===== config.mk =====
export PLATFORM = sky130hd
export DESIGN_NAME = rational_arith_reduce_unit
export DESIGN_NICKNAME = d
export VERILOG_FILES = /design/src/hdl/rar_pkg.sv /design/src/hdl/rar_ctrl.sv /design/src/hdl/rar_dp.sv /design/src/hdl/rational_arith_reduce_unit.sv
export SDC_FILE = /design/constraint.sdc
export NUM_CORES = 2
export LEC_CHECK = 0
export BUFFER_PORTS_ARGS = -buffer_cell sky130_fd_sc_hd__buf_2
export CELL_PAD_IN_SITES_DETAIL_PLACEMENT = 0
export CELL_PAD_IN_SITES_GLOBAL_PLACEMENT = 1
export CORE_MARGIN = 3
export CORE_UTILIZATION = 45
export CTS_BUF_LIST = sky130_fd_sc_hd__clkbuf_16
export DETAILED_ROUTE_END_ITERATION = 10
export PLACE_DENSITY = 0.76
export SLEW_MARGIN = 20
export SYNTH_ARGS = -nofsm -noshare
export SYNTH_HDL_FRONTEND = slang
export SYNTH_HIERARCHICAL = 1
export SYNTH_SLANG_ARGS = --single-unit

===== constraint.sdc =====
create_clock -name clk -period 12 [get_ports clk]
set_clock_uncertainty 0.2 [all_clocks]
set_input_delay 2.4 -clock clk [delete_from_list [all_inputs] [get_ports clk]]
set_output_delay 2.4 -clock clk [all_outputs]
set_load 0.01 [all_outputs]

===== src/hdl/rar_pkg.sv =====
package rar_pkg;

	// default operand width and fixed result widths
	localparam int OPERAND_WIDTH_DEF = 16;
	localparam int NUM_W = 33;
	localparam int DEN_W = 31;

	// operation codes
	localparam logic [1:0] MODE_ADD = 2'd0;
	localparam logic [1:0] MODE_SUB = 2'd1;
	localparam logic [1:0] MODE_MUL = 2'd2;
	localparam logic [1:0] MODE_DIV = 2'd3;

	// controller -> datapath
	typedef struct packed {
		logic load;      // capture operands, split into sign/magnitude
		logic mul0;      // raw denominator product
		logic mul1;      // first numerator product
		logic mul2;      // cross term for add/subtract
		logic sum;       // form raw numerator
		logic gcd_init;  // load binary gcd registers
		logic gcd_step;  // one gcd iteration
		logic div_step;  // one restoring division bit
		logic div_num;   // division running on the numerator
		logic fin;       // capture reduced result
		logic fin_err;   // capture the undefined result
	} rar_cmd_t;

	// datapath -> controller
	typedef struct packed {
		logic both_zero;
		logic gcd_done;
		logic div_last;
	} rar_sts_t;

endpackage


===== src/hdl/rar_ctrl.sv =====
module rar_ctrl (
	input  logic              clk,
	input  logic              arst_n,
	input  logic              start,
	output logic              busy,
	output logic              done,
	input  rar_pkg::rar_sts_t sts,
	output rar_pkg::rar_cmd_t cmd
);
	import rar_pkg::*;

	typedef enum logic [9:0] {
		S_IDLE  = 10'b00_0000_0001,
		S_MUL0  = 10'b00_0000_0010,
		S_MUL1  = 10'b00_0000_0100,
		S_MUL2  = 10'b00_0000_1000,
		S_SUM   = 10'b00_0001_0000,
		S_CHECK = 10'b00_0010_0000,
		S_GCD   = 10'b00_0100_0000,
		S_DIVN  = 10'b00_1000_0000,
		S_DIVD  = 10'b01_0000_0000,
		S_OUT   = 10'b10_0000_0000
	} rar_state_t;

	rar_state_t state_q, state_nxt;

	always_ff @(posedge clk or negedge arst_n) begin
		if (!arst_n) begin
			state_q <= S_IDLE;
		end else begin
			state_q <= state_nxt;
		end
	end

	always_comb begin
		cmd       = '0;
		state_nxt = state_q;
		case (state_q)
			S_IDLE: begin
				if (start) begin
					cmd.load  = 1'b1;
					state_nxt = S_MUL0;
				end
			end
			S_MUL0: begin
				cmd.mul0  = 1'b1;
				state_nxt = S_MUL1;
			end
			S_MUL1: begin
				cmd.mul1  = 1'b1;
				state_nxt = S_MUL2;
			end
			S_MUL2: begin
				cmd.mul2  = 1'b1;
				state_nxt = S_SUM;
			end
			S_SUM: begin
				cmd.sum   = 1'b1;
				state_nxt = S_CHECK;
			end
			S_CHECK: begin
				if (sts.both_zero) begin
					cmd.fin_err = 1'b1;
					state_nxt   = S_OUT;
				end else begin
					cmd.gcd_init = 1'b1;
					state_nxt    = S_GCD;
				end
			end
			S_GCD: begin
				cmd.gcd_step = 1'b1;
				if (sts.gcd_done) state_nxt = S_DIVN;
			end
			S_DIVN: begin
				cmd.div_step = 1'b1;
				cmd.div_num  = 1'b1;
				if (sts.div_last) state_nxt = S_DIVD;
			end
			S_DIVD: begin
				cmd.div_step = 1'b1;
				if (sts.div_last) begin
					cmd.fin   = 1'b1;
					state_nxt = S_OUT;
				end
			end
			S_OUT: begin
				state_nxt = S_IDLE;
			end
			default: begin
				state_nxt = S_IDLE;
			end
		endcase
	end

	assign busy = (state_q != S_IDLE);
	assign done = (state_q == S_OUT);

endmodule


===== src/hdl/rar_dp.sv =====
module rar_dp #(
	parameter int OPERAND_WIDTH = rar_pkg::OPERAND_WIDTH_DEF
) (
	input  logic                             clk,
	input  rar_pkg::rar_cmd_t                cmd,
	output rar_pkg::rar_sts_t                sts,
	input  logic [1:0]                       mode,
	input  logic signed [OPERAND_WIDTH-1:0]  a_num,
	input  logic signed [OPERAND_WIDTH-1:0]  a_den,
	input  logic signed [OPERAND_WIDTH-1:0]  b_num,
	input  logic signed [OPERAND_WIDTH-1:0]  b_den,
	output logic signed [rar_pkg::NUM_W-1:0] res_num,
	output logic [rar_pkg::DEN_W-1:0]        res_den,
	output logic                             undefined_result
);
	import rar_pkg::*;

	localparam int W  = OPERAND_WIDTH;
	localparam int MW = 2 * W;                    // magnitude width of intermediates
	localparam int CW = $clog2(MW);               // division bit counter
	localparam int KW = $clog2(MW + 1);           // common power of two in gcd
	localparam int XW = (MW > NUM_W) ? MW : NUM_W;

	function automatic logic [W-1:0] mag_of(input logic [W-1:0] v);
		return v[W-1] ? (~v + 1'b1) : v;
	endfunction

	// operands as sign/magnitude
	logic [1:0]    mode_q;
	logic          an_neg_q, ad_neg_q, bn_neg_q, bd_neg_q;
	logic [W-1:0]  an_mag_q, ad_mag_q, bn_mag_q, bd_mag_q;

	// products and raw pair
	logic          t1_neg_q, t2_neg_q, num_neg_q, den_neg_q;
	logic [MW-1:0] t1_mag_q, t2_mag_q, num_mag_q, den_mag_q;

	// gcd and division
	logic [MW-1:0] gx_q, gy_q, g_q;
	logic [KW-1:0] k_q;
	logic [MW-1:0] rem_q, quo_q, qn_q;
	logic [CW-1:0] cnt_q;

	// shared multiplier
	logic [W-1:0]  mul_a, mul_b;
	logic          mul_sa, mul_sb;
	logic [MW-1:0] prod;
	logic          prod_neg;

	always_comb begin
		mul_a  = an_mag_q;
		mul_sa = an_neg_q;
		mul_b  = bd_mag_q;
		mul_sb = bd_neg_q;
		if (cmd.mul0) begin
			mul_a  = ad_mag_q;
			mul_sa = ad_neg_q;
			if (mode_q == MODE_DIV) begin
				mul_b  = bn_mag_q;
				mul_sb = bn_neg_q;
			end
		end else if (cmd.mul2) begin
			mul_a  = bn_mag_q;
			mul_sa = bn_neg_q;
			mul_b  = ad_mag_q;
			mul_sb = ad_neg_q;
		end else if (mode_q == MODE_MUL) begin
			mul_b  = bn_mag_q;
			mul_sb = bn_neg_q;
		end
	end

	assign prod     = MW'(mul_a) * MW'(mul_b);
	assign prod_neg = (prod != '0) && (mul_sa ^ mul_sb);

	// signed-magnitude add of the two numerator terms
	logic [MW-1:0] sum_mag;
	logic          sum_neg;

	always_comb begin
		if (t1_neg_q == t2_neg_q) begin
			sum_mag = t1_mag_q + t2_mag_q;
			sum_neg = t1_neg_q;
		end else if (t1_mag_q >= t2_mag_q) begin
			sum_mag = t1_mag_q - t2_mag_q;
			sum_neg = t1_neg_q;
		end else begin
			sum_mag = t2_mag_q - t1_mag_q;
			sum_neg = t2_neg_q;
		end
		if (sum_mag == '0) sum_neg = 1'b0;
	end

	// restoring division bit
	logic [MW:0]   div_sh, div_diff;
	logic          div_ge;
	logic [MW-1:0] rem_nxt, quo_nxt;

	assign div_sh   = {rem_q, quo_q[MW-1]};
	assign div_diff = div_sh - {1'b0, g_q};
	assign div_ge   = (div_sh >= {1'b0, g_q});
	assign rem_nxt  = div_ge ? div_diff[MW-1:0] : div_sh[MW-1:0];
	assign quo_nxt  = {quo_q[MW-2:0], div_ge};

	// result formatting
	logic          res_neg;
	logic [XW-1:0] qn_x, qd_x, rn_x;

	assign res_neg = (qn_q != '0) && (num_neg_q ^ den_neg_q);
	assign qn_x    = XW'(qn_q);
	assign qd_x    = XW'(quo_nxt);
	assign rn_x    = res_neg ? (~qn_x + 1'b1) : qn_x;

	assign sts.both_zero = (num_mag_q == '0) && (den_mag_q == '0);
	assign sts.gcd_done  = (gx_q == '0) || (gy_q == '0);
	assign sts.div_last  = (cnt_q == CW'(MW - 1));

	always_ff @(posedge clk) begin
		if (cmd.load) begin
			mode_q   <= mode;
			an_neg_q <= a_num[W-1];
			ad_neg_q <= a_den[W-1];
			bn_neg_q <= b_num[W-1];
			bd_neg_q <= b_den[W-1];
			an_mag_q <= mag_of(a_num);
			ad_mag_q <= mag_of(a_den);
			bn_mag_q <= mag_of(b_num);
			bd_mag_q <= mag_of(b_den);
		end

		if (cmd.mul0) begin
			den_mag_q <= prod;
			den_neg_q <= prod_neg;
		end
		if (cmd.mul1) begin
			t1_mag_q <= prod;
			t1_neg_q <= prod_neg;
		end
		if (cmd.mul2) begin
			t2_mag_q <= prod;
			t2_neg_q <= (mode_q == MODE_SUB) ? ((prod != '0) && !prod_neg) : prod_neg;
		end

		if (cmd.sum) begin
			if ((mode_q == MODE_ADD) || (mode_q == MODE_SUB)) begin
				num_mag_q <= sum_mag;
				num_neg_q <= sum_neg;
			end else begin
				num_mag_q <= t1_mag_q;
				num_neg_q <= t1_neg_q;
			end
		end

		if (cmd.gcd_init) begin
			gx_q <= num_mag_q;
			gy_q <= den_mag_q;
			k_q  <= '0;
		end

		// binary gcd, one step a cycle
		if (cmd.gcd_step) begin
			if (gx_q == '0 || gy_q == '0) begin
				g_q   <= ((gx_q == '0) ? gy_q : gx_q) << k_q;
				rem_q <= '0;
				quo_q <= num_mag_q;
				cnt_q <= '0;
			end else if (!gx_q[0] && !gy_q[0]) begin
				gx_q <= gx_q >> 1;
				gy_q <= gy_q >> 1;
				k_q  <= k_q + 1'b1;
			end else if (!gx_q[0]) begin
				gx_q <= gx_q >> 1;
			end else if (!gy_q[0]) begin
				gy_q <= gy_q >> 1;
			end else if (gx_q >= gy_q) begin
				gx_q <= (gx_q - gy_q) >> 1;
			end else begin
				gy_q <= (gy_q - gx_q) >> 1;
			end
		end

		if (cmd.div_step) begin
			if (sts.div_last) begin
				cnt_q <= '0;
				rem_q <= '0;
				if (cmd.div_num) begin
					qn_q  <= quo_nxt;
					quo_q <= den_mag_q;
				end
			end else begin
				cnt_q <= cnt_q + 1'b1;
				rem_q <= rem_nxt;
				quo_q <= quo_nxt;
			end
		end

		if (cmd.fin) begin
			res_num          <= $signed(rn_x[NUM_W-1:0]);
			res_den          <= qd_x[DEN_W-1:0];
			undefined_result <= 1'b0;
		end else if (cmd.fin_err) begin
			res_num          <= '0;
			res_den          <= '0;
			undefined_result <= 1'b1;
		end
	end

endmodule


===== src/hdl/rational_arith_reduce_unit.sv =====
// channel   | handshake               | payload
// ----------+-------------------------+-------------------------------------------
// command   | start, busy             | mode, a_num, a_den, b_num, b_den
// result    | done (one-cycle strobe) | res_num, res_den, undefined_result
//
// A transaction is taken at a rising edge with start high and busy low.
// done pulses for one cycle once the gcd loop and the one-bit-per-cycle divider,
// run once for each of the two quotients, have finished.
// A transaction whose raw numerator and denominator are both zero skips them
// and strobes done with undefined_result set.
// busy stays high until done has been shown; arst_n clears the controller only.
// The receiver cannot stall: results are valid only in the done cycle.
module rational_arith_reduce_unit #(
	parameter int OPERAND_WIDTH = rar_pkg::OPERAND_WIDTH_DEF
) (
	input  logic                             clk,
	input  logic                             arst_n,
	input  logic                             start,
	output logic                             busy,
	input  logic [1:0]                       mode,
	input  logic signed [OPERAND_WIDTH-1:0]  a_num,
	input  logic signed [OPERAND_WIDTH-1:0]  a_den,
	input  logic signed [OPERAND_WIDTH-1:0]  b_num,
	input  logic signed [OPERAND_WIDTH-1:0]  b_den,
	output logic                             done,
	output logic signed [rar_pkg::NUM_W-1:0] res_num,
	output logic [rar_pkg::DEN_W-1:0]        res_den,
	output logic                             undefined_result
);
	import rar_pkg::*;

	rar_cmd_t cmd;
	rar_sts_t sts;

	// sequencer: operand load, three shared multiplies, numerator sum,
	// zero check, gcd loop, two divisions, result strobe
	rar_ctrl u_ctrl (
		.clk    (clk),
		.arst_n (arst_n),
		.start  (start),
		.busy   (busy),
		.done   (done),
		.sts    (sts),
		.cmd    (cmd)
	);

	// arithmetic: one W x W multiplier, binary gcd, restoring divider,
	// result registers that hold until the next transaction finishes
	rar_dp #(
		.OPERAND_WIDTH (OPERAND_WIDTH)
	) u_dp (
		.clk              (clk),
		.cmd              (cmd),
		.sts              (sts),
		.mode             (mode),
		.a_num            (a_num),
		.a_den            (a_den),
		.b_num            (b_num),
		.b_den            (b_den),
		.res_num          (res_num),
		.res_den          (res_den),
		.undefined_result (undefined_result)
	);

	// an accepted transaction makes the unit busy
	a_accept_busy: assert property (@(posedge clk) disable iff (!arst_n)
		start && !busy |=> busy)
		else $error("accepted transaction did not raise busy");

	// result strobe lasts exactly one cycle
	a_done_pulse: assert property (@(posedge clk) disable iff (!arst_n)
		done |=> !done)
		else $error("done held longer than one cycle");

	// undefined result reads as zero over zero
	a_undef_zero: assert property (@(posedge clk) disable iff (!arst_n)
		done && undefined_result |-> (res_num == '0) && (res_den == '0))
		else $error("undefined result with nonzero payload");

	// a zero denominator leaves a unit numerator after reduction
	a_zero_den: assert property (@(posedge clk) disable iff (!arst_n)
		done && !undefined_result && (res_den == '0) |->
			(res_num == 1) || (res_num == -1))
		else $error("zero denominator without unit numerator");

endmodule

==> out/results.txt <==
Status: finished, final reports clean
HPWL Detailed: 111200 microns
Simple-gate share of the synthesized area: 16.91%
Vias per cell: 6.001
TritonCTS Buffers: 58
CTS tree: yes
Clk sinks: 480
Layout Nets: 5349
CP max stage cell: o21ai_1
GR Overflow Total: 0
Max incr delay on CP: 0.64 ns
Top area cells in the synthesized netlist: edfxtp_1 26%, fa_1 9.4%, ha_1 8.9%, dfxtp_1 4.9%, mux2i_1 4.6%
Adder-cell area share of the yosys netlist: 18.34%
Final Hold Viols: 0
DRC: 0
CTS H-tree depth: 2
Mean Syn Cell Area: 8.945 sq um
Top Ports: 136
Final ANT Viol Nets: 0
Register area share after synthesis: 31.42%
CP arrival: 10.44 ns
Async set-reset flop share out of synthesis: 2.083%
Post-CTS sizing: 0
Final worst-path cycle share: 85.72%
Post-synthesis register bit count: 480
Root Driver: clkbuf_16
Die Height: 313.1 microns
WS Path Type: reg -> reg
Post-synthesis mux area share: 5.390%
Initial antenna violation count: 2
Met2 GRT Util: 46.65%
Max-slew violations: 0
Share of cells above drive strength 1: 8.639%
First-pass GRT wire length: 218700 microns
Max-slew headroom: 18.47%
Die area: 0.09802 sq mm
Post-synthesis compound-gate area fraction: 17.33%
Met1 usage: 38.34%
Die width: 313.1 microns
Post-CTS setup buffer count: 0
Crit path launch type: flop
Ys flop type: edfxtp_1
RSZ-0062 raised after global routing: false
1st-pass router iterations: 5
Multi-input gate area: 0.02645 sq mm
CTS hold repair buffers: 0
Post-synthesis cell type count: 113
# rows: 111
Vias in the first global route: 35520
Yosys top cell by area: edfxtp_1
Post-synthesis cell count: 4744
Largest family of logic cells by synthesized area: adder cells
Mapped Area: 0.04243 sq mm
Post-synth EDFFs: 367
Worst setup EP type: flop
Synth Area in XOR/XNOR: 4.107%
Core area: 0.09264 sq mm
Type of the tightest min-delay check: reg -> reg
Setup-failing EPs final: 0
Area Growth Syn to Fin: 9.244%
GRT busiest layer: met2
Clock Pin Slew Worst Setup and Hold Paths: 0.06 ns
Routed len/inst: 23.65 microns
FILL cells: 8891
Drt total wl: 143600 microns
Synth warn: 6
DRT iter0 DRCs: 3513
GRT Overall Usage: 28.88%
Fin crit period: 10.29 ns
RD Place Congestion: 0.9803
Port Buf Inserts: 135
Maximum capacitance violations: 0
Largest net degree at the start of global routing: 71
Slew @ Worst Pin: 1.223 ns
Met3 Use GR: 4.522%
Yosys top cell area share: 25.97%
CTS Buffer Depth: 3
Worst skew pair latency: 0.69 ns
Starting Density: 45.81%
Worst Path Required: 12.15 ns
Most frequent CP cell: fa_1
Sequential Area: 0.01333 sq mm
Setup TNS: 0 ns
F_max: 0.09722 GHz
Vias: 36440
Syn nets: 5315
Worst Path Max Fanout: 51
[Yosys cell counts (45+ instances only)]
cell and instances:
a211oi_1 48, a21o_1 73, a21oi_1 293, a31oi_1 46, and2_1 90, clkbuf_1 177, dfxtp_1 103, edfxtp_1 367
fa_1 200, ha_1 302, inv_1 478, mux2i_1 197, nand2_1 511, nand3_1 83, nor2_1 376, nor3_1 82
nor4_1 59, o21ai_0 251, o22ai_1 51, o31ai_1 45, or3_1 46, xnor2_1 147, xor2_1 52
[state kept, by name (all words and copies together), names as in the netlist, 31 cells and up]
signal	flops
u_dp/res_num	33
u_dp/den_mag_q	32
u_dp/g_q	32
u_dp/gx_q	32
u_dp/gy_q	32
u_dp/num_mag_q	32
u_dp/qn_q	32
u_dp/quo_q	32
u_dp/rem_q	32
u_dp/t1_mag_q	32
u_dp/t2_mag_q	32
u_dp/res_den	31
[layer usage]
layer	up-vias	wire (microns)
li1	16860	-
met1	17850	60490
met2	1413	65720
met3	325	10350
met4	0	7081
met5	-	0
[area by class of cell]
type                       count  area share [%]
clock buffer                  60           3.239
antenna                        3         0.01619
sequential                   480           28.76
multi-input combinational   3551           57.07
tap                         1243           3.355
clock inverter                49           1.072
inverter                     486           3.935
timing repair buffer         201           2.553
[cell families after synthesis]
family	count (synthesis)
flip-flops	480
buffers and inverters	713
adder cells (fa/ha/maj)	502
multiplexers	224
AND/OR/NAND/NOR	1489
AO/OA/AOI/OAI	1137
XOR/XNOR	199
[cell usage in the layout (no fill, tap or decap), drive strengths merged, types with 26 or more instances in the layout]
cell type	instances
o22ai	51
mux2	26
buf	201
or3	50
a21o	73
o31ai	47
nor4	64
ha	302
and3	40
nand2	512
xnor2	147
edfxtp	367
clkbuf	60
o21ai	283
xor2	52
inv	491
dfxtp	103
nand2b	33
fa	200
a31oi	47
o21a	42
clkinv	33
a32oi	29
a211oi	49
nand4	41
a21oi	295
mux2i	197
nand3	83
nor3	83
nor2	376
and2	90
[per-stage QoR]
step,setup slack (ns),cell area (sq um),util (%),hold slack [ns],cells
final,1.714,46360,50.04,0.2751,6073
after global routing,1.157,46350,50.03,0.2887,6070
after floorplan,0.7238,42430,-,0.2299,4744
after global placement,1.920,44350,47.87,0.2505,5961
after detailed placement,1.835,44350,47.87,0.2635,5961
after CTS,1.714,46350,50.03,0.2786,6070
[path summary, 6_finish.rpt]
| kind | slack (ns) | to | startpoint | depth (start not counted) |
|---|---|---|---|---|
| hold / removal | 0.28 | u_dp/undefined_result | u_dp/undefined_result | 2 |
| min in group asynchronous | 1.37 | u_ctrl/state_q[2] | arst_n | 1 |
| setup reg to reg | 1.71 | u_dp/den_neg_q | u_ctrl/state_q[5] | 31 |
| setup / recovery | 1.71 | u_dp/den_neg_q | u_ctrl/state_q[5] | 31 |
| max in group asynchronous | 9.96 | u_ctrl/state_q[0] | arst_n | 1 |
| hold reg to reg | 0.28 | u_dp/undefined_result | u_dp/undefined_result | 2 |
[worst max-delay path, delay by kind of cell, from the launching register on]
kind	cells	cell delay, ns
compound gates	6	2.01
flops	1	0.50
simple gates	10	3.03
buf+inv	6	0.60
xor+xnor	1	0.14
fa+ha+maj	7	3.30
mux	1	0.14
Power is left out: the tool's default activity adds up to more than one toggle a clock period on the data nets, which glitch-free logic cannot reach.
